==> src/rtl/core/cgs_pkg.sv <==
// shared types and constants for the confidence gate smoother
// no dependencies; used by every module of the block
package cgs_pkg;

    localparam int CONF_W      = 16;
    localparam int GAIN_W      = 16;
    localparam int LEVEL_W     = 24;
    localparam int RUN_W       = 8;
    localparam int HOLD_W      = 16;
    localparam int COEF_W      = 16;
    localparam int CFG_DATA_W  = 32;
    localparam int CFG_INDEX_W = 4;

    // gate modes, code 3 falls back to automatic
    localparam logic [1:0] MODE_AUTO = 2'd0;
    localparam logic [1:0] MODE_OPEN = 2'd1;
    localparam logic [1:0] MODE_DUCK = 2'd2;

    // register indexes
    localparam logic [CFG_INDEX_W-1:0] REG_GATE_MODE    = 4'd0;
    localparam logic [CFG_INDEX_W-1:0] REG_OPEN_THRESH  = 4'd1;
    localparam logic [CFG_INDEX_W-1:0] REG_CLOSE_THRESH = 4'd2;
    localparam logic [CFG_INDEX_W-1:0] REG_OPEN_FRAMES  = 4'd3;
    localparam logic [CFG_INDEX_W-1:0] REG_CLOSE_FRAMES = 4'd4;
    localparam logic [CFG_INDEX_W-1:0] REG_HOLD_FRAMES  = 4'd5;
    localparam logic [CFG_INDEX_W-1:0] REG_DUCK_LEVEL   = 4'd6;
    localparam logic [CFG_INDEX_W-1:0] REG_SMOOTH_COEFS = 4'd7;

    // reset values
    localparam logic [1:0]               GATE_MODE_RST    = MODE_AUTO;
    localparam logic [CONF_W-1:0]        OPEN_THRESH_RST  = 16'd19661;
    localparam logic [CONF_W-1:0]        CLOSE_THRESH_RST = 16'd13107;
    localparam logic [RUN_W-1:0]         OPEN_FRAMES_RST  = 8'd3;
    localparam logic [RUN_W-1:0]         CLOSE_FRAMES_RST = 8'd3;
    localparam logic [HOLD_W-1:0]        HOLD_FRAMES_RST  = 16'd0;
    localparam logic signed [GAIN_W-1:0] DUCK_LEVEL_RST   = -16'sd3072;
    localparam logic [CFG_DATA_W-1:0]    SMOOTH_COEFS_RST = 32'hE666_8000;

    localparam logic [RUN_W-1:0] RUN_MAX = {RUN_W{1'b1}};

    typedef struct packed {
        logic [1:0]               gate_mode;
        logic [CONF_W-1:0]        open_threshold;
        logic [CONF_W-1:0]        close_threshold;
        logic [RUN_W-1:0]         open_frames;
        logic [RUN_W-1:0]         close_frames;
        logic [HOLD_W-1:0]        hold_frames;
        logic signed [GAIN_W-1:0] duck_level;
        logic [COEF_W-1:0]        release_coef;
        logic [COEF_W-1:0]        attack_coef;
    } cfg_t;

endpackage

==> src/rtl/core/cgs_gate_ctrl.sv <==
// hysteresis run counters, hold countdown and gate target decision
// depends on cgs_pkg
module cgs_gate_ctrl (
    input  logic                        clk,
    input  logic                        rst_n,
    input  logic                        advance,
    input  logic [cgs_pkg::CONF_W-1:0]  confidence,
    input  cgs_pkg::cfg_t               cfg,
    output logic                        target_open_next
);
    import cgs_pkg::*;

    logic [RUN_W-1:0]  high_run_reg, high_run_next;
    logic [RUN_W-1:0]  low_run_reg, low_run_next;
    logic [HOLD_W-1:0] hold_left_reg, hold_left_next;
    logic              target_open_reg;
    logic [HOLD_W-1:0] hold_mid;
    logic              is_auto;
    logic              open_hit;

    always_comb
    begin
        is_auto         = !(cfg.gate_mode == MODE_OPEN || cfg.gate_mode == MODE_DUCK);
        high_run_next   = high_run_reg;
        low_run_next    = low_run_reg;
        hold_mid        = hold_left_reg;
        target_open_next = target_open_reg;
        open_hit        = 1'b0;

        if (cfg.gate_mode == MODE_OPEN)
        begin
            target_open_next = 1'b1;
        end
        else if (cfg.gate_mode == MODE_DUCK)
        begin
            target_open_next = 1'b0;
        end

        if (is_auto)
        begin
            // high test wins when the two bands overlap
            if (confidence >= cfg.open_threshold)
            begin
                if (high_run_reg != RUN_MAX)
                    high_run_next = high_run_reg + 1'b1;
                low_run_next = '0;
            end
            else if (confidence <= cfg.close_threshold)
            begin
                if (low_run_reg != RUN_MAX)
                    low_run_next = low_run_reg + 1'b1;
                high_run_next = '0;
            end
            else
            begin
                // middle band: only the high run restarts
                high_run_next = '0;
            end

            open_hit = high_run_next >= cfg.open_frames;
            if (open_hit)
            begin
                target_open_next = 1'b1;
                hold_mid         = cfg.hold_frames;
            end
            else if (low_run_next >= cfg.close_frames && hold_left_reg == '0)
            begin
                target_open_next = 1'b0;
            end
        end

        hold_left_next = (hold_mid != '0) ? hold_mid - 1'b1 : '0;
    end

    always_ff @(posedge clk or negedge rst_n)
    begin
        if (!rst_n)
        begin
            high_run_reg    <= '0;
            low_run_reg     <= '0;
            hold_left_reg   <= '0;
            target_open_reg <= 1'b0;
        end
        else if (advance)
        begin
            high_run_reg    <= high_run_next;
            low_run_reg     <= low_run_next;
            hold_left_reg   <= hold_left_next;
            target_open_reg <= target_open_next;
        end
    end

endmodule

==> config.mk <==
export PLATFORM = sky130hd
export DESIGN_NAME = cgs_gate_ctrl
export DESIGN_NICKNAME = d
export VERILOG_FILES = /design/src/rtl/core/cgs_pkg.sv /design/src/rtl/core/cgs_gate_ctrl.sv
export SDC_FILE = /design/constraint.sdc
export NUM_CORES = 1
export LEC_CHECK = 0
export BUFFER_PORTS_ARGS = -buffer_cell sky130_fd_sc_hd__buf_2
export CAP_MARGIN = 20
export CORE_ASPECT_RATIO = 1.4
export CORE_MARGIN = 2
export CORE_UTILIZATION = 39
export DETAILED_ROUTE_END_ITERATION = 7
export PLACE_DENSITY = 0.66
export SLEW_MARGIN = 15
export SYNTH_ARGS = -nofsm -noshare
export SYNTH_HDL_FRONTEND = slang
export SYNTH_SLANG_ARGS = --single-unit
==> constraint.sdc <==
create_clock -name clk -period 6.1 [get_ports clk]
set_input_delay 0.61 -clock clk [delete_from_list [all_inputs] [get_ports clk]]
set_output_delay 0.61 -clock clk [all_outputs]
set_load 0.02 [all_outputs]
==> flow_metrics.tcl <==
set metrics [dict create \
    fin_hold_viols 0 \
    total_number_of_vias 4040 \
    setup.worst_path.end_class "flip-flop" \
    cts_hold_repair.buffers 0 \
    yosysTopAreaCellShare_pct 21.2 \
    required_ns 6.26 \
    initial_utilization_pct 39.6 \
    hold_ws_ns 0.403 \
    clock-root-buffer "clkbuf_16" \
    syn-mean-instance-area_um2 7.62 \
    antenna_found_initial 0 \
    global_route_wire_length_before_repair_um 17100 \
    largest_register_ff_count 16 \
    share_of_post_route_cells_with_drive_strength_above_1_pct 19.4 \
    placeableCoreArea_mm2 0.00985 \
    max_clock_freq_ghz 0.180 \
    drt_wl_total_um 10400 \
    grt_total_ovfl 0 \
    grt_usage_pct 19.4 \
    clock_latency_ns 0.28 \
    die-area_mm2 0.0108 \
    detailedPlace.worstSlack_ns 0.420 \
    grt_setup_unrepaired "no" \
    cts_htree_levels 2 \
    drt_iter0_markers 289 \
    arrival_ns 5.71 \
    count_of_flip_flops_with_a_built_in_enable_after_synthesis 0 \
    yosys-top-cells-area "dfrtp_1 (21%), ha_1 (17%), inv_1 (5.5%)" \
    max_cap_violations 0 \
    worst-slew-pin-transition_ns 1.11 \
    fin_setup_tns_ns 0 \
    worstSetupPathType "reg -> reg" \
    vertical_extent_of_the_die_um 122 \
    port-buffer-count 85 \
    final_net_count 779 \
    grt_pass1_vias 3867 \
    cts.reportedPaths.clkPinSlew_ns 0.06 \
    period_share_pct 90.9 \
    postCtsSetupRepairBufs 0 \
    cellLeakagePower_nw 2.37 \
    min_path_type "in -> async" \
    ys_seq_elements 33 \
    number_of_vias_per_cell_after_detailed_routing 5.54 \
    power_density_mw_per_mm2 246 \
    async_s_r_ff_share_synth_pct 100 \
    setup.worst_path.start "high_run_reg[0]$_DFFE_PN0P_" \
    timing.final.ws_setup_ns 0.552 \
    num_antenna_cells 0 \
    dp.final_hpwl_um 8170 \
    synthDominantAreaCellType "dfrtp_1" \
    final-setup-viol-count 0 \
    synth_cells 512 \
    synth-main-ff-cell "dfrtp_1" \
    drc_violations_left 0 \
    syn-num-nets 698 \
    mappedNetlistArea_mm2 0.00390 \
    wl_per_cell_um 14.3 \
    tritoncts "yes" \
    worst_clock_skew_ns 0.00654 \
    io_pins 134 \
    layout_min_cycle_time_ns 5.55 \
    vdd_drop_max_v 0.000131 \
    timing.slew.headroom_pct 25.5 \
    place_congestion 0.863 \
    outcome "complete, no violations" \
    clk_path_buf_depth 2 \
    tritoncts.num_buffers 5 \
    cts.repair.resized 0 \
    synth-seq-area-share_pct 21.2 \
    grt_start_max_net_pins 42 \
    number_of_different_library_cells_in_the_post_synthesis_netlist 59 \
    clock-sinks 33 \
    start_kind "flip-flop" \
    crit-reg2reg-launch "high_run_reg[0]$_DFFE_PN0P_" \
    antenna_violating_nets_post_route 0 \
    ys_warn_count 0 \
    first_pass_iters 5 \
    fp-row-count 43 \
    timing.final.max_slew_violations 0 \
    layout-area-overhead-vs-synth_pct 19.4 \
    die_w_um 88.5 \
    critical_path_peak_fanout 13 \
]
-- layout by cell type, fill, tap and decap left out, types with 3 or more instances in the layout --
| cell type | Yosys | final |
|---|---|---|
| buf_2 | 3 | 85 |
| inv_1 | 57 | 57 |
| ha_1 | 53 | 53 |
| nand2_1 | 51 | 51 |
| nor2_1 | 42 | 42 |
| a21oi_1 | 36 | 35 |
| dfrtp_1 | 33 | 33 |
| o21ai_0 | 29 | 29 |
| mux2i_1 | 19 | 19 |
| nor3_1 | 19 | 19 |
| a31oi_1 | 14 | 14 |
| nand4_1 | 14 | 14 |
| nand3_1 | 12 | 12 |
| nor4_1 | 12 | 12 |
| nand2b_1 | 9 | 9 |
| and3_1 | 8 | 8 |
| a21o_1 | 8 | 8 |
| a22oi_1 | 8 | 8 |
| buf_4 | 0 | 6 |
| xor2_1 | 5 | 5 |
| clkbuf_16 | 0 | 5 |
| o211ai_1 | 4 | 4 |
| and2_1 | 4 | 4 |
| nand4b_1 | 4 | 4 |
| a22o_1 | 4 | 4 |
| o21a_1 | 3 | 3 |
-- critical path: stages, from the launching register on --
cell and delay, ns:
dfrtp_1 0.43, ha_1 0.25, and2_1 0.20, and2_1 0.18, nand3_1 0.32, nand4_1 0.19, or2_2 0.30, a21oi_1 0.18
ha_1 0.24, and3_1 0.19, a221oi_1 0.51, o32a_1 0.35, mux2i_1 0.22, ha_1 0.29, nor4b_1 0.45, and4bb_2 0.38
nand2_1 0.12, nor2_1 0.14, a31oi_2 0.14, a32o_1 0.37
-- cell families after synthesis --
group                      after synthesis  synth area share, %
and+or+nand+nor                        192                 25.2
xor gates and xnor gates                 7                 1.57
muxes                                   19                 4.87
AOI/OAI and AO/OA                      134                 22.8
DFF                                     33                 21.2
adders and majority gates               53                 17.0
buffers and inverters                   74                 7.41
-- cell usage after synthesis (all sizes together), types with 2 or more instances --
cell	count
and2	4
a21oi	36
o21a	3
o21bai	2
or2	2
ha	53
nand4b	4
or4	2
or3	3
xnor2	2
and3	8
nand2b	9
a311o	2
o211ai	4
a221oi	2
o41ai	2
a31o	2
a21o	8
nand4	14
a32o	2
buf	4
a21boi	2
dfrtp	33
nor4	13
a211oi	2
mux2i	19
clkbuf	13
xor2	5
a22o	4
o21ai	30
nand2	53
nor3	19
nand3	12
nor4b	2
a221o	2
nor2	42
a22oi	8
inv	57
a31oi	15
-- area by class of cell --
type,instances,area [um2]
Timing Repair Buffer,91,470
Clock inverter,2,37.5
Fill cell,1010,5190
Multi-Input combinational cell,405,2800
Sequential cell,33,826
Clock buffer,6,139
Inverter,57,214
Tap cell,135,169
-- metal layers --
layer  global-route usage (%)  vias to the layer above  routed length, um
met1                     22.6                     1873               4360
met3                     2.35                       18                355
met2                     36.0                      109               5490
li1                         -                     2040                  -
met5                        0                        -                  0
met4                     6.44                        0                182
-- report_power, final --
group / total, W / switching, W / leakage [nW] / internal [W]
registers: 0.000389 / 0.0000961 / 0.406 / 0.000293
logic: 0.000457 / 0.000237 / 1.88 / 0.000219
clock network: 0.000301 / 0.0000973 / 0.0831 / 0.000204
-- path summary, 6_finish.rpt --
path / to / slack (ns) / cells after the start
min in group clk: target_open_reg$_DFFE_PN0P_ / 0.50 / 1
hold reg to reg: target_open_reg$_DFFE_PN0P_ / 0.50 / 1
max in group asynchronous: hold_left_reg[1]$_DFFE_PN0P_ / 5.21 / 1
setup reg to reg: hold_left_reg[5]$_DFFE_PN0P_ / 0.55 / 19
hold / removal: high_run_reg[5]$_DFFE_PN0P_ / 0.40 / 1
setup / recovery: hold_left_reg[5]$_DFFE_PN0P_ / 0.55 / 19
-- through the flow --
| stage | util (%) | instances | area, um2 | total power (W) |
|---|---|---|---|---|
| 2_1_floorplan | - | 512 | 3900 | 0.000701 |
| 3_3_place_gp | 45.5 | 721 | 4480 | 0.000822 |
| 3_5_place_dp | 45.5 | 721 | 4480 | 0.000846 |
| 4_1_cts | 47.3 | 729 | 4660 | 0.00115 |
| 5_1_grt | 47.3 | 729 | 4660 | 0.00123 |
| 6_report | 47.3 | 729 | 4660 | 0.00115 |
(Power assumes the default switching activity.)
