<file path="config.mk">
export PLATFORM = sky130hd
export DESIGN_NAME = cgs_cfg_regs
export DESIGN_NICKNAME = d
export VERILOG_FILES = /design/src/rtl/core/cgs_pkg.sv /design/src/rtl/core/cgs_cfg_regs.sv
export SDC_FILE = /design/constraint.sdc
export NUM_CORES = 1
export LEC_CHECK = 0
export ABC_AREA = 0
export BUFFER_PORTS_ARGS = -buffer_cell sky130_fd_sc_hd__buf_2
export CORE_MARGIN = 2
export CORE_UTILIZATION = 35
export CTS_BUF_LIST = sky130_fd_sc_hd__clkbuf_16
export DETAILED_ROUTE_END_ITERATION = 6
export GPL_TIMING_DRIVEN = 0
export PLACE_DENSITY_LB_ADDON = 0.15
export SETUP_SLACK_MARGIN = 0.05
export SLEW_MARGIN = 5
export SYNTH_ARGS = -nofsm -noshare
export SYNTH_HDL_FRONTEND = slang
export SYNTH_SLANG_ARGS = --single-unit
</file>
<file path="constraint.sdc">
create_clock -name clk -period 1 [get_ports clk]
set_input_delay 0.05 -clock clk [delete_from_list [all_inputs] [get_ports clk]]
set_output_delay 0.05 -clock clk [all_outputs]
set_load 0.01 [all_outputs]
</file>
<file path="src/rtl/core/cgs_pkg.sv">
// shared types and constants for the confidence gate smoother
// no dependencies; used by every module of the block
package cgs_pkg;

    localparam int CONF_W      = 16;
    localparam int GAIN_W      = 16;
    localparam int LEVEL_W     = 24;
    localparam int RUN_W       = 8;
    localparam int HOLD_W      = 16;
    localparam int COEF_W      = 16;
    localparam int CFG_DATA_W  = 32;
    localparam int CFG_INDEX_W = 4;

    // gate modes, code 3 falls back to automatic
    localparam logic [1:0] MODE_AUTO = 2'd0;
    localparam logic [1:0] MODE_OPEN = 2'd1;
    localparam logic [1:0] MODE_DUCK = 2'd2;

    // register indexes
    localparam logic [CFG_INDEX_W-1:0] REG_GATE_MODE    = 4'd0;
    localparam logic [CFG_INDEX_W-1:0] REG_OPEN_THRESH  = 4'd1;
    localparam logic [CFG_INDEX_W-1:0] REG_CLOSE_THRESH = 4'd2;
    localparam logic [CFG_INDEX_W-1:0] REG_OPEN_FRAMES  = 4'd3;
    localparam logic [CFG_INDEX_W-1:0] REG_CLOSE_FRAMES = 4'd4;
    localparam logic [CFG_INDEX_W-1:0] REG_HOLD_FRAMES  = 4'd5;
    localparam logic [CFG_INDEX_W-1:0] REG_DUCK_LEVEL   = 4'd6;
    localparam logic [CFG_INDEX_W-1:0] REG_SMOOTH_COEFS = 4'd7;

    // reset values
    localparam logic [1:0]               GATE_MODE_RST    = MODE_AUTO;
    localparam logic [CONF_W-1:0]        OPEN_THRESH_RST  = 16'd19661;
    localparam logic [CONF_W-1:0]        CLOSE_THRESH_RST = 16'd13107;
    localparam logic [RUN_W-1:0]         OPEN_FRAMES_RST  = 8'd3;
    localparam logic [RUN_W-1:0]         CLOSE_FRAMES_RST = 8'd3;
    localparam logic [HOLD_W-1:0]        HOLD_FRAMES_RST  = 16'd0;
    localparam logic signed [GAIN_W-1:0] DUCK_LEVEL_RST   = -16'sd3072;
    localparam logic [CFG_DATA_W-1:0]    SMOOTH_COEFS_RST = 32'hE666_8000;

    localparam logic [RUN_W-1:0] RUN_MAX = {RUN_W{1'b1}};

    typedef struct packed {
        logic [1:0]               gate_mode;
        logic [CONF_W-1:0]        open_threshold;
        logic [CONF_W-1:0]        close_threshold;
        logic [RUN_W-1:0]         open_frames;
        logic [RUN_W-1:0]         close_frames;
        logic [HOLD_W-1:0]        hold_frames;
        logic signed [GAIN_W-1:0] duck_level;
        logic [COEF_W-1:0]        release_coef;
        logic [COEF_W-1:0]        attack_coef;
    } cfg_t;

endpackage

</file>
<file path="src/rtl/core/cgs_cfg_regs.sv">
// configuration register file of the gate smoother
// depends on cgs_pkg
module cgs_cfg_regs (
    input  logic                             clk,
    input  logic                             rst_n,
    input  logic                             cfg_we,
    input  logic [cgs_pkg::CFG_INDEX_W-1:0]  cfg_index,
    input  logic [cgs_pkg::CFG_DATA_W-1:0]   cfg_data,
    output cgs_pkg::cfg_t                    cfg
);
    import cgs_pkg::*;

    cfg_t cfg_reg;
    cfg_t cfg_next;

    always_comb
    begin
        cfg_next = cfg_reg;
        if (cfg_we)
        begin
            case (cfg_index)
                REG_GATE_MODE:    cfg_next.gate_mode       = cfg_data[1:0];
                REG_OPEN_THRESH:  cfg_next.open_threshold  = cfg_data[CONF_W-1:0];
                REG_CLOSE_THRESH: cfg_next.close_threshold = cfg_data[CONF_W-1:0];
                REG_OPEN_FRAMES:  cfg_next.open_frames     = cfg_data[RUN_W-1:0];
                REG_CLOSE_FRAMES: cfg_next.close_frames    = cfg_data[RUN_W-1:0];
                REG_HOLD_FRAMES:  cfg_next.hold_frames     = cfg_data[HOLD_W-1:0];
                REG_DUCK_LEVEL:   cfg_next.duck_level      = $signed(cfg_data[GAIN_W-1:0]);
                REG_SMOOTH_COEFS:
                begin
                    cfg_next.attack_coef  = cfg_data[COEF_W-1:0];
                    cfg_next.release_coef = cfg_data[2*COEF_W-1:COEF_W];
                end
                default: ;
            endcase
        end
    end

    always_ff @(posedge clk or negedge rst_n)
    begin
        if (!rst_n)
        begin
            cfg_reg.gate_mode       <= GATE_MODE_RST;
            cfg_reg.open_threshold  <= OPEN_THRESH_RST;
            cfg_reg.close_threshold <= CLOSE_THRESH_RST;
            cfg_reg.open_frames     <= OPEN_FRAMES_RST;
            cfg_reg.close_frames    <= CLOSE_FRAMES_RST;
            cfg_reg.hold_frames     <= HOLD_FRAMES_RST;
            cfg_reg.duck_level      <= DUCK_LEVEL_RST;
            cfg_reg.attack_coef     <= SMOOTH_COEFS_RST[COEF_W-1:0];
            cfg_reg.release_coef    <= SMOOTH_COEFS_RST[2*COEF_W-1:COEF_W];
        end
        else
        begin
            cfg_reg <= cfg_next;
        end
    end

    assign cfg = cfg_reg;

endmodule

</file>
==> metrics.cfg, run 1 <==
[run_status]
run_status=complete, but fails checks
violations=negative setup slack

[floorplan]
die_w_um=118
initial_core_util_pct=35.9
io_pins=153
die_area_sq_um=13900
die_y_um=118
core_area_sq_um=12600
rows=41

[final_layout]
diodes=0
final_cells=679
syn_to_final_growth_pct=57.0
nets=534
largest_reg_flops=114
drive_gt1_share_pct=74.6
design_area_sq_um=7100

[clock_tree]
cts_buffers=17
worst_skew_pair.late_latency_ns=0.40
clockRootBuffer=clkbuf_16
path_clk_slew_ns=0.05
cts_tree=yes
htreeDepth=4
cts_buffer_depth=2
cts_num_sinks=114

[yosys]
netlist_area_sq_um=4530
synth_edf_count=0
synth_async_sr_flop_share_pct=100
ys.flop_type=dfrtp_1
yosysWarnings=0
yosysSeqAreaShare_pct=64.0
synth_cells=251
synth.distinct_cells=17
ys_seq_elements=114
synth.avg_cell_area_sq_um=18.0
synthesis.nets=290

[worst_setup_path]
critPathMaxStageDelay_ns=0.54
crit_fanout=2
cp_slowest_cell=dfstp_2
endpoint_kind=output port
crit_chain=buf_6
rrSetupSlack_ns=0.10
crit_family=flip-flops
startpoint_type=register
reg2reg_from=cfg[8]$_DFFE_PN0P_
reg2reg_depth=2
crit_type=register to output port
crit_cells=1
required_ns=0.95
reg2reg_to=cfg[8]$_DFFE_PN0P_
worst-path-buf-inv=1
cp.arrival_ns=1.04

[drt]
drc=0
wl_per_cell_um=16.6
ant_nets=0
drtIter0Drc=104
wl_um=11200
firstDrtPassIters=3
viasPerCell=4.46
vias=3025

[timing]
report.final.slew_viol_count=0
tightest_slew_ns=0.505
rsz0062_at_grt=true
finClkSkew_ns=0
max_freq_mhz=915
fin_ws_ns=-0.0926
min_period_over_period_pct=109
setup_viol=35
hold_viol=0
min_period_ns=1.09
slew-limit-headroom_pct=66.3
tns_ns=-2.91

[power]
p_leak_nw=3.48
ir_drop_mv=1.23
power_w=0.0162
p_per_area_nw_per_um2=2290

[worst_hold_path]
whs_endpoint=cfg[74]$_DFFE_PN0P_
hp-class=primary input to register
hold_path_depth=2
hp-start=cfg_data[2]

[grt]
grt_use_met2_pct=26.5
grt-busiest-layer=met2
grt_overflow=0
gr-usage-met3_pct=6.40
grtUsageMet1_pct=21.1
antenna_found_initial=0
grtUsageTotal_pct=16.8
grt_pass1_wl_um=17900
grt_max_degree=97
grt_pass1_vias=3316

[job]
cap_viol_max_count=0

[placed_design]
dp_hpwl_um=6710
numPortBuffers=150
gp_congestion=0.710
dp_slack_ns=-0.597
placed_area_sq_um=5580
placed_cells=574

## report_power, final
part,switching [W],internal (W),total (W)
registers,0.000645,0.00595,0.00659
logic,0.00163,0.00282,0.00444
clock network,0.00193,0.00328,0.00521
## cell families (layout without fill, tap and decap cells)
family,count (synthesis),in the layout,share of synthesized area (%)
mux,114,114,30.9
simple gates,12,12,3.23
flops,114,114,64.0
buf+inv,11,267,1.91
## cell type report
class | instances | area [sq um]
fill | 1014 | 5520
sequential | 114 | 2900
timing repair buffer | 225 | 1790
multi-input combinational | 126 | 1580
clock buffer | 17 | 425
tap | 172 | 215
buffer | 11 | 113
clock inverter | 14 | 82.6
## cell usage after synthesis (2+ instances only)
| library cell | number | area (sq um) |
|---|---|---|
| mux2_4 | 30 | 450 |
| buf_2 | 4 | 20.0 |
| buf_6 | 3 | 33.8 |
| nand3b_4 | 3 | 60.1 |
| dfstp_2 | 35 | 920 |
| dfrtp_1 | 79 | 1980 |
| nor3b_4 | 3 | 56.3 |
| mux2_2 | 81 | 912 |
| nand2_1 | 2 | 7.51 |
| clkbuf_2 | 2 | 10.0 |
| mux2_1 | 3 | 33.8 |
## what timing repair did
item,4_1_cts,5_1_grt
pin swaps,3,2
hold buffers,32,0
endpoints found under the setup margin,155,142
resized for setup,52,6
gates cloned,0,1
endpoints found under the hold margin,187,0
buffers inserted,32,9
## worst register-to-register path, cell delays in order (launching register included)
cell     delay [ns]
dfrtp_1        0.38
buf_4          0.14
mux2_2         0.26
## layer usage
metal	share of wire (%)	up-vias
li1	-	1383
met1	43	1532
met2	49	99
met3	6.8	11
met4	1.2	0
met5	0	-
## layout by cell type, fill, tap and decap left out
cell type,Yosys,layout
buf_2,4,94
dfrtp_1,79,79
mux2_2,81,73
buf_6,3,60
buf_4,1,43
mux2_4,30,38
dfstp_2,35,35
dlygate4sd3_1,0,32
clkbuf_16,0,18
clkinv_1,0,8
nor3b_4,3,3
nand3b_4,3,3
mux2_1,3,3
clkinv_2,0,3
clkbuf_4,0,2
buf_8,1,2
nand2_1,2,2
inv_1,0,2
and3_1,1,1
nor2_1,1,1
nand2b_1,1,1
nor2_4,0,1
bufinv_16,0,1
buf_16,0,1
buf_12,0,1
## per-stage QoR
stage | util [%] | hold slack [ns]
final | 56.3 | 0.00173
after global routing | 56.3 | 0.0181
after CTS | 55.2 | 0.00141
after detailed placement | 44.2 | -0.0966
after global placement | 43.9 | 0.282
after floorplan | - | -0.246
## worst max path at each step
stage	start	endpoint	slack, ns
floorplan	cfg_index[3]	cfg[53]$_DFFE_PN0P_	-0.19
global placement	rst_n	cfg[28]$_DFFE_PN0P_	-1.47
detailed placement	cfg_index[3]	cfg[40]$_DFFE_PN0P_	-0.60
CTS	cfg[46]$_DFFE_PN1P_	cfg[46]	-0.12
global route	cfg[81]$_DFFE_PN1P_	cfg[81]	-0.14
finish	cfg[85]$_DFFE_PN1P_	cfg[85]	-0.09
Power figures use the tool's default switching activity.
==> run 2, diff against run 1 <==
ABC_AREA = 1   (was 0)
==> run 2 against run 1 <==
  * The flow finishes with violations (negative hold slack, negative setup slack)
  * Register-to-register slack hardly changed
  * Utilization is 0.15 points higher
  * Area after synthesis is 2.0% higher
  * Synthesized cell count is 110% higher
  * Routed wire length is 29% higher
  * Sequential share of layout area is 0.60 points lower
  * Count of clock-buffer cells in the layout stayed put
  * Die area is 2.0% higher
  * Critical path depth stayed put
  * Critical path type unchanged
==> metrics.cfg, run 2 <==
[worst_setup_path]
crit_chain=buf_6  ; unchanged
worst-path-buf-inv=1  ; unchanged
critPathMaxStageDelay_ns=0.55  ; was 0.54 ns
cp_slowest_cell=dfstp_2  ; unchanged
cp.arrival_ns=1.05  ; was 1.04 ns
crit_fanout=2  ; unchanged
endpoint_kind=output port  ; unchanged
required_ns=0.95  ; about the same
startpoint_type=register  ; unchanged
crit_type=register to output port  ; unchanged
crit_family=flip-flops  ; unchanged

[timing]
max_freq_mhz=905  ; was 915 MHz
min_period_ns=1.10  ; was 1.09 ns
tightest_slew_ns=0.622  ; was 0.505 ns
setup_viol=36  ; was 35
min_period_over_period_pct=110  ; was 109%
fin_ws_ns=-0.105  ; was -0.0926 ns
slew-limit-headroom_pct=58.6  ; was 66.3%
finClkSkew_ns=0  ; unchanged
hold_slack_ns=-0.00888  ; was 0.00173 ns
rsz0062_at_grt=true  ; unchanged
hold_viol=3  ; was 0
report.final.slew_viol_count=0  ; unchanged

[final_layout]
diodes=0  ; unchanged
largest_reg_flops=114  ; unchanged
n_fill_cell=1197  ; was 1014
multi_input_area_sq_um=1570  ; was 1580 sq um
drive_gt1_share_pct=36.8  ; was 74.6%
syn_to_final_growth_pct=56.1  ; was 57.0%
final_util_pct=56.5  ; was 56.3%
nets=815  ; was 534
final_common_cell=nand2_1  ; was buf_2
seqCellArea_sq_um=2900  ; unchanged
final_cell_mix=nand2_1, buf_2, dfrtp_1, buf_6, buf_4  ; was buf_2, dfrtp_1, mux2_2, buf_6, buf_4

[placed_design]
numPortBuffers=150  ; unchanged
gp_congestion=0.739  ; was 0.710
dp_hpwl_um=9460  ; was 6710 um

[floorplan]
die_area_sq_um=14100  ; was 13900 sq um
die_y_um=119  ; was 118 um
initial_core_util_pct=36.2  ; was 35.9%
rows=41  ; unchanged
io_pins=153  ; unchanged
core_area_sq_um=12800  ; was 12600 sq um
die_w_um=119  ; was 118 um

[yosys]
synth_compound_area_share_pct=2.60  ; was 0%
yosysWarnings=0  ; unchanged
synth.avg_cell_area_sq_um=8.81  ; was 18.0 sq um
synthesis.nets=563  ; was 290
ys.flop_type=dfrtp_1  ; unchanged
synth_most_common_cell=nand2_1  ; was mux2_2
yosysTopAreaCellShare_pct=42.8  ; was 43.7%
synth_async_sr_flop_share_pct=100  ; unchanged
synth-simple-area-share_pct=30.4  ; was 3.23%
yosysSeqAreaShare_pct=62.7  ; was 64.0%
synth_area_leaders=dfrtp_1, nand2_1, dfstp_2  ; was dfrtp_1, dfstp_2, mux2_2
synth.distinct_cells=13  ; was 17
synth_top_family_by_area=simple AND/OR/NAND/NOR gates  ; was multiplexers
muxShareOfSynthArea_pct=0  ; was 30.9%
netlist_area_sq_um=4620  ; was 4530 sq um
synth_edf_count=0  ; unchanged
synthTopCellsByCount=nand2_1, dfrtp_1, dfstp_2  ; was mux2_2, dfrtp_1, dfstp_2
synth_cells=524  ; was 251
synth_top_cell_by_area=dfrtp_1  ; unchanged
yosys.area_share.adder_pct=0  ; unchanged
ys_seq_elements=114  ; unchanged
synth_xor_area_share_pct=0  ; unchanged

[run_status]
violations=negative hold slack, negative setup slack  ; was negative setup slack
run_status=complete, but fails checks  ; unchanged

[drt]
drtIter0Drc=336  ; was 104
drc=0  ; unchanged
firstDrtPassIters=4  ; was 3
route.met3.wl_um=977  ; was 759 um
wl_met1_um=6160  ; was 4890 um
route.met2.wl_um=6980  ; was 5460 um
wl_per_cell_um=15.1  ; was 16.6 um
routed.top_layer=met4  ; unchanged
vias=4361  ; was 3025
ant_nets=0  ; unchanged
wl_um=14500  ; was 11200 um
viasPerCell=4.54  ; was 4.46

[power]
ir_drop_mv=1.11  ; was 1.23 mV
power_w=0.0158  ; was 0.0162 W
p_leak_nw=3.92  ; was 3.48 nW
p_per_area_nw_per_um2=2200  ; was 2290 nW/um^2

[grt]
grt_pass1_vias=4286  ; was 3316
grt_max_degree=96  ; was 97
grtUsageTotal_pct=21.0  ; was 16.8%
antenna_found_initial=0  ; unchanged
grt_overflow=0  ; unchanged
grt_pass1_wl_um=22800  ; was 17900 um

[clock_tree]
htreeDepth=4  ; unchanged
clockRootBuffer=clkbuf_16  ; unchanged
cts_buffer_depth=2  ; unchanged
cts_tree=yes  ; unchanged
cts_num_sinks=114  ; unchanged
cts_buffers=17  ; unchanged
worst_skew_pair.late_latency_ns=0.40  ; about the same
path_clk_slew_ns=0.05  ; about the same

[worst_hold_path]
hp-class=primary input to register  ; unchanged

[job]
cap_viol_max_count=0  ; unchanged

-- run 2: routing by layer --
metal / vias to the layer above / global-route usage [%]
li1: 2143 / -
met1: 2044 / 27.0
met2: 149 / 32.9
met3: 25 / 5.70
met4: 0 / 10.1
met5: - / 0
-- run 2: power by group --
group / switching, W / internal, W / total [W]
clock network: 0.00194 / 0.00329 / 0.00523
registers: 0.000629 / 0.00580 / 0.00643
logic: 0.00192 / 0.00226 / 0.00417
total: 0.00448 / 0.0114 / 0.0158
-- run 2: path summary, 6_finish.rpt --
path	startpoint	to	slack, ns	cells after the start
setup / recovery	cfg[80]$_DFFE_PN1P_	cfg[80]	-0.10	1
hold / removal	cfg_index[0]	cfg[80]$_DFFE_PN1P_	-0.009	4
setup reg to reg	cfg[61]$_DFFE_PN0P_	cfg[61]$_DFFE_PN0P_	0.09	5
hold reg to reg	cfg[20]$_DFFE_PN0P_	cfg[20]$_DFFE_PN0P_	0.47	2
max in group asynchronous	rst_n	cfg[89]$_DFFE_PN1P_	0.19	3
min in group asynchronous	rst_n	cfg[32]$_DFFE_PN0P_	0.06	2
-- run 2: area by class of cell --
| class | instances | area share [%] |
|---|---|---|
| Clock inverter | 15 | 1.25 |
| Multi-Input combinational cell | 363 | 21.8 |
| Buffer | 25 | 1.65 |
| Sequential cell | 114 | 40.2 |
| Clock buffer | 17 | 5.90 |
| Tap cell | 172 | 2.98 |
| Inverter | 22 | 1.15 |
| Timing Repair Buffer | 233 | 25.1 |
-- run 2: timing repair --
action                                 in CTS  in global routing
setup buffers                              23                 27
setup endpoints to repair                 119                183
endpoints found under the hold margin     173                  0
gates resized for setup                    54                 27
pin swaps                                   0                  1
hold buffers                               32                  0
-- run 2: cells by family (layout without fill, tap and decap cells) --
logic type	Yosys count	in the layout
AND/OR/NAND/NOR	347	347
flip-flops	114	114
AO/OA/AOI/OAI	16	16
buffers and inverters	47	312
-- run 2: metrics by stage --
stage / setup WS, ns / cell area, sq um / cells / TNS (ns) / hold slack [ns]
2_1_floorplan: 0.0859 / 4620 / 524 / 0 / -0.246
3_3_place_gp: -1.50 / 5590 / 846 / -174.48 / 0.252
3_5_place_dp: -0.382 / 5620 / 847 / -28.68 / -0.0928
4_1_cts: -0.131 / 6910 / 934 / -4.05 / -0.0272
5_1_grt: -0.146 / 7210 / 961 / -5.36 / -0.00190
6_report: -0.105 / 7210 / 961 / -3.14 / -0.00888
==> run 3, diff against run 2 <==
TNS_END_PERCENT = 30   (was default)
==> run 3 against run 2 <==
  * Highest routed layer unchanged
  * Count of clock-buffer cells in the layout did not move
  * Critical endpoint is now cfg[30]
  * Worst hold slack worse by 0.0056 ns
  * Critical path depth unchanged
  * Routed wire length fell by 2.5%
  * Power down 3.6%
  * Final cell count decreased by 4.7%
  * Clock power hardly changed
  * The flow still finishes with violations (negative hold slack, negative setup slack)
==> metrics.cfg, run 3 (synthesis results as in run 2) <==
[worst_setup_path]
crit_cells=1  ; unchanged
endpoint_kind=output port  ; unchanged
crit_chain=buf_6  ; unchanged
crit_fanout=2  ; unchanged
crit_family=flip-flops  ; unchanged
crit_type=register to output port  ; unchanged
required_ns=0.95  ; about the same
critPathMaxStageDelay_ns=0.55  ; about the same
cp_slowest_cell=dfstp_2  ; unchanged
startpoint_type=register  ; unchanged
cp.arrival_ns=1.06  ; was 1.05 ns
reg2reg_depth=3  ; was 5
worst-path-buf-inv=1  ; unchanged

[power]
power_frac_clock_pct=34.2  ; was 33.0%
power_frac_seq_pct=42.2  ; was 40.6%
p_leak_nw=3.69  ; was 3.92 nW
combinationalPowerShare_pct=23.6  ; was 26.4%
switching_share_pct=28.6  ; was 28.3%
p_sw_w=0.00436  ; was 0.00448 W
ir_drop_mv=0.968  ; was 1.11 mV
intPower_w=0.0109  ; was 0.0114 W
p_per_area_nw_per_um2=2220  ; was 2200 nW/um^2

[clock_tree]
clockRootBuffer=clkbuf_16  ; unchanged
path_clk_slew_ns=0.05  ; about the same
cts_buffer_depth=2  ; unchanged
cts_num_sinks=114  ; unchanged
worst_skew_pair.late_latency_ns=0.40  ; about the same
cts_buffers=17  ; unchanged
htreeDepth=4  ; unchanged
cts_tree=yes  ; unchanged

[timing]
rsz0062_at_grt=true  ; unchanged
hold_slack_ns=-0.0145  ; was -0.00888 ns
min_period_ns=1.11  ; was 1.10 ns
setup_viol=36  ; unchanged
finClkSkew_ns=0  ; unchanged
report.final.slew_viol_count=0  ; unchanged
min_period_over_period_pct=111  ; was 110%
max_freq_mhz=901  ; was 905 MHz
hold_viol=3  ; unchanged
slew-limit-headroom_pct=57.3  ; was 58.6%
fin_ws_ns=-0.110  ; was -0.105 ns
tightest_slew_ns=0.640  ; was 0.622 ns

[final_layout]
final_common_cell=nand2_1  ; unchanged
n_fill_cell=1199  ; was 1197
seqCellArea_sq_um=2900  ; unchanged
final_util_pct=53.8  ; was 56.5%
drive_gt1_share_pct=32.8  ; was 36.8%
syn_to_final_growth_pct=48.7  ; was 56.1%
largest_reg_flops=114  ; unchanged
nets=770  ; was 815
diodes=0  ; unchanged
multi_input_area_sq_um=1570  ; unchanged
final_cells=916  ; was 961
final_cell_mix=nand2_1, buf_2, dfrtp_1, buf_6, dfstp_2  ; was nand2_1, buf_2, dfrtp_1, buf_6, buf_4

[placed_design]
numPortBuffers=150  ; unchanged
dp_hpwl_um=9460  ; unchanged
gp_congestion=0.739  ; unchanged
placed_cells=847  ; unchanged

[grt]
grt_pass1_vias=4214  ; was 4286
grt_pass1_wl_um=22500  ; was 22800 um
grt_overflow=0  ; unchanged
antenna_found_initial=0  ; unchanged
grtUsageTotal_pct=20.8  ; was 21.0%
grt_max_degree=96  ; unchanged

[drt]
wl_per_cell_um=15.4  ; was 15.1 um
vias=4224  ; was 4361
viasPerCell=4.61  ; was 4.54
drc=0  ; unchanged
firstDrtPassIters=5  ; was 4
ant_nets=0  ; unchanged
wl_um=14100  ; was 14500 um
drtIter0Drc=348  ; was 336

[floorplan]
die_w_um=119  ; unchanged
initial_core_util_pct=36.2  ; unchanged
rows=41  ; unchanged
die_area_sq_um=14100  ; unchanged
io_pins=153  ; unchanged
core_area_sq_um=12800  ; unchanged
die_y_um=119  ; unchanged

[run_status]
run_status=complete, but fails checks  ; unchanged
violations=negative hold slack, negative setup slack  ; unchanged

[job]
cap_viol_max_count=0  ; unchanged

[worst_hold_path]
hp-class=primary input to register  ; unchanged
hold_path_depth=4  ; unchanged

-- run 3: worst paths after layout --
kind,endpoint,start,slack (ns)
min in group asynchronous,cfg[32]$_DFFE_PN0P_,rst_n,0.06
hold reg to reg,cfg[104]$_DFFE_PN0P_,cfg[104]$_DFFE_PN0P_,0.46
setup / recovery,cfg[30],cfg[30]$_DFFE_PN1P_,-0.11
hold / removal,cfg[80]$_DFFE_PN1P_,cfg_index[0],-0.01
setup reg to reg,cfg[64]$_DFFE_PN1P_,cfg[64]$_DFFE_PN1P_,0.18
max in group asynchronous,cfg[89]$_DFFE_PN1P_,rst_n,0.18
-- run 3: final cells by class --
| class | instances | area share [%] |
|---|---|---|
| Tap cell | 172 | 3.13 |
| Buffer | 25 | 1.73 |
| Clock buffer | 17 | 6.20 |
| Inverter | 22 | 1.20 |
| Multi-Input combinational cell | 363 | 22.9 |
| Timing Repair Buffer | 188 | 21.4 |
| Sequential cell | 114 | 42.2 |
| Clock inverter | 15 | 1.31 |
-- run 3: layer usage --
metal	GRT usage, %	vias to the layer above	wire, um
met1	27.0	2003	6130
met2	32.3	143	6770
met3	5.75	24	889
li1	-	2054	-
met4	9.75	0	350
met5	0	-	0
-- run 3: through the flow --
step                      area, sq um  TNS, ns  power [W]  worst slack (ns)
final                            6870    -3.21     0.0153            -0.110
after global routing             6870    -5.53     0.0161            -0.146
after detailed placement         5620   -28.68    0.00934            -0.382
after floorplan                  4620        0    0.00777            0.0859
after CTS                        6740    -4.07     0.0153            -0.131
after global placement           5590  -174.48    0.00925             -1.50
-- run 3: what timing repair did --
item,in CTS,in global routing
setup endpoints to repair,119,183
endpoints found under the hold margin,173,0
setup buffers,3,2
hold buffers,32,0
resized for setup,50,27
-- run 3: power by group through the flow --
stage	Combinational (W)	Sequential, W	Clock (W)
floorplan	0.000945	0.00683	0
global placement	0.00289	0.00636	0
detailed placement	0.00296	0.00638	0
CTS	0.00350	0.00641	0.00534
global route	0.00396	0.00655	0.00557
finish	0.00360	0.00644	0.00523
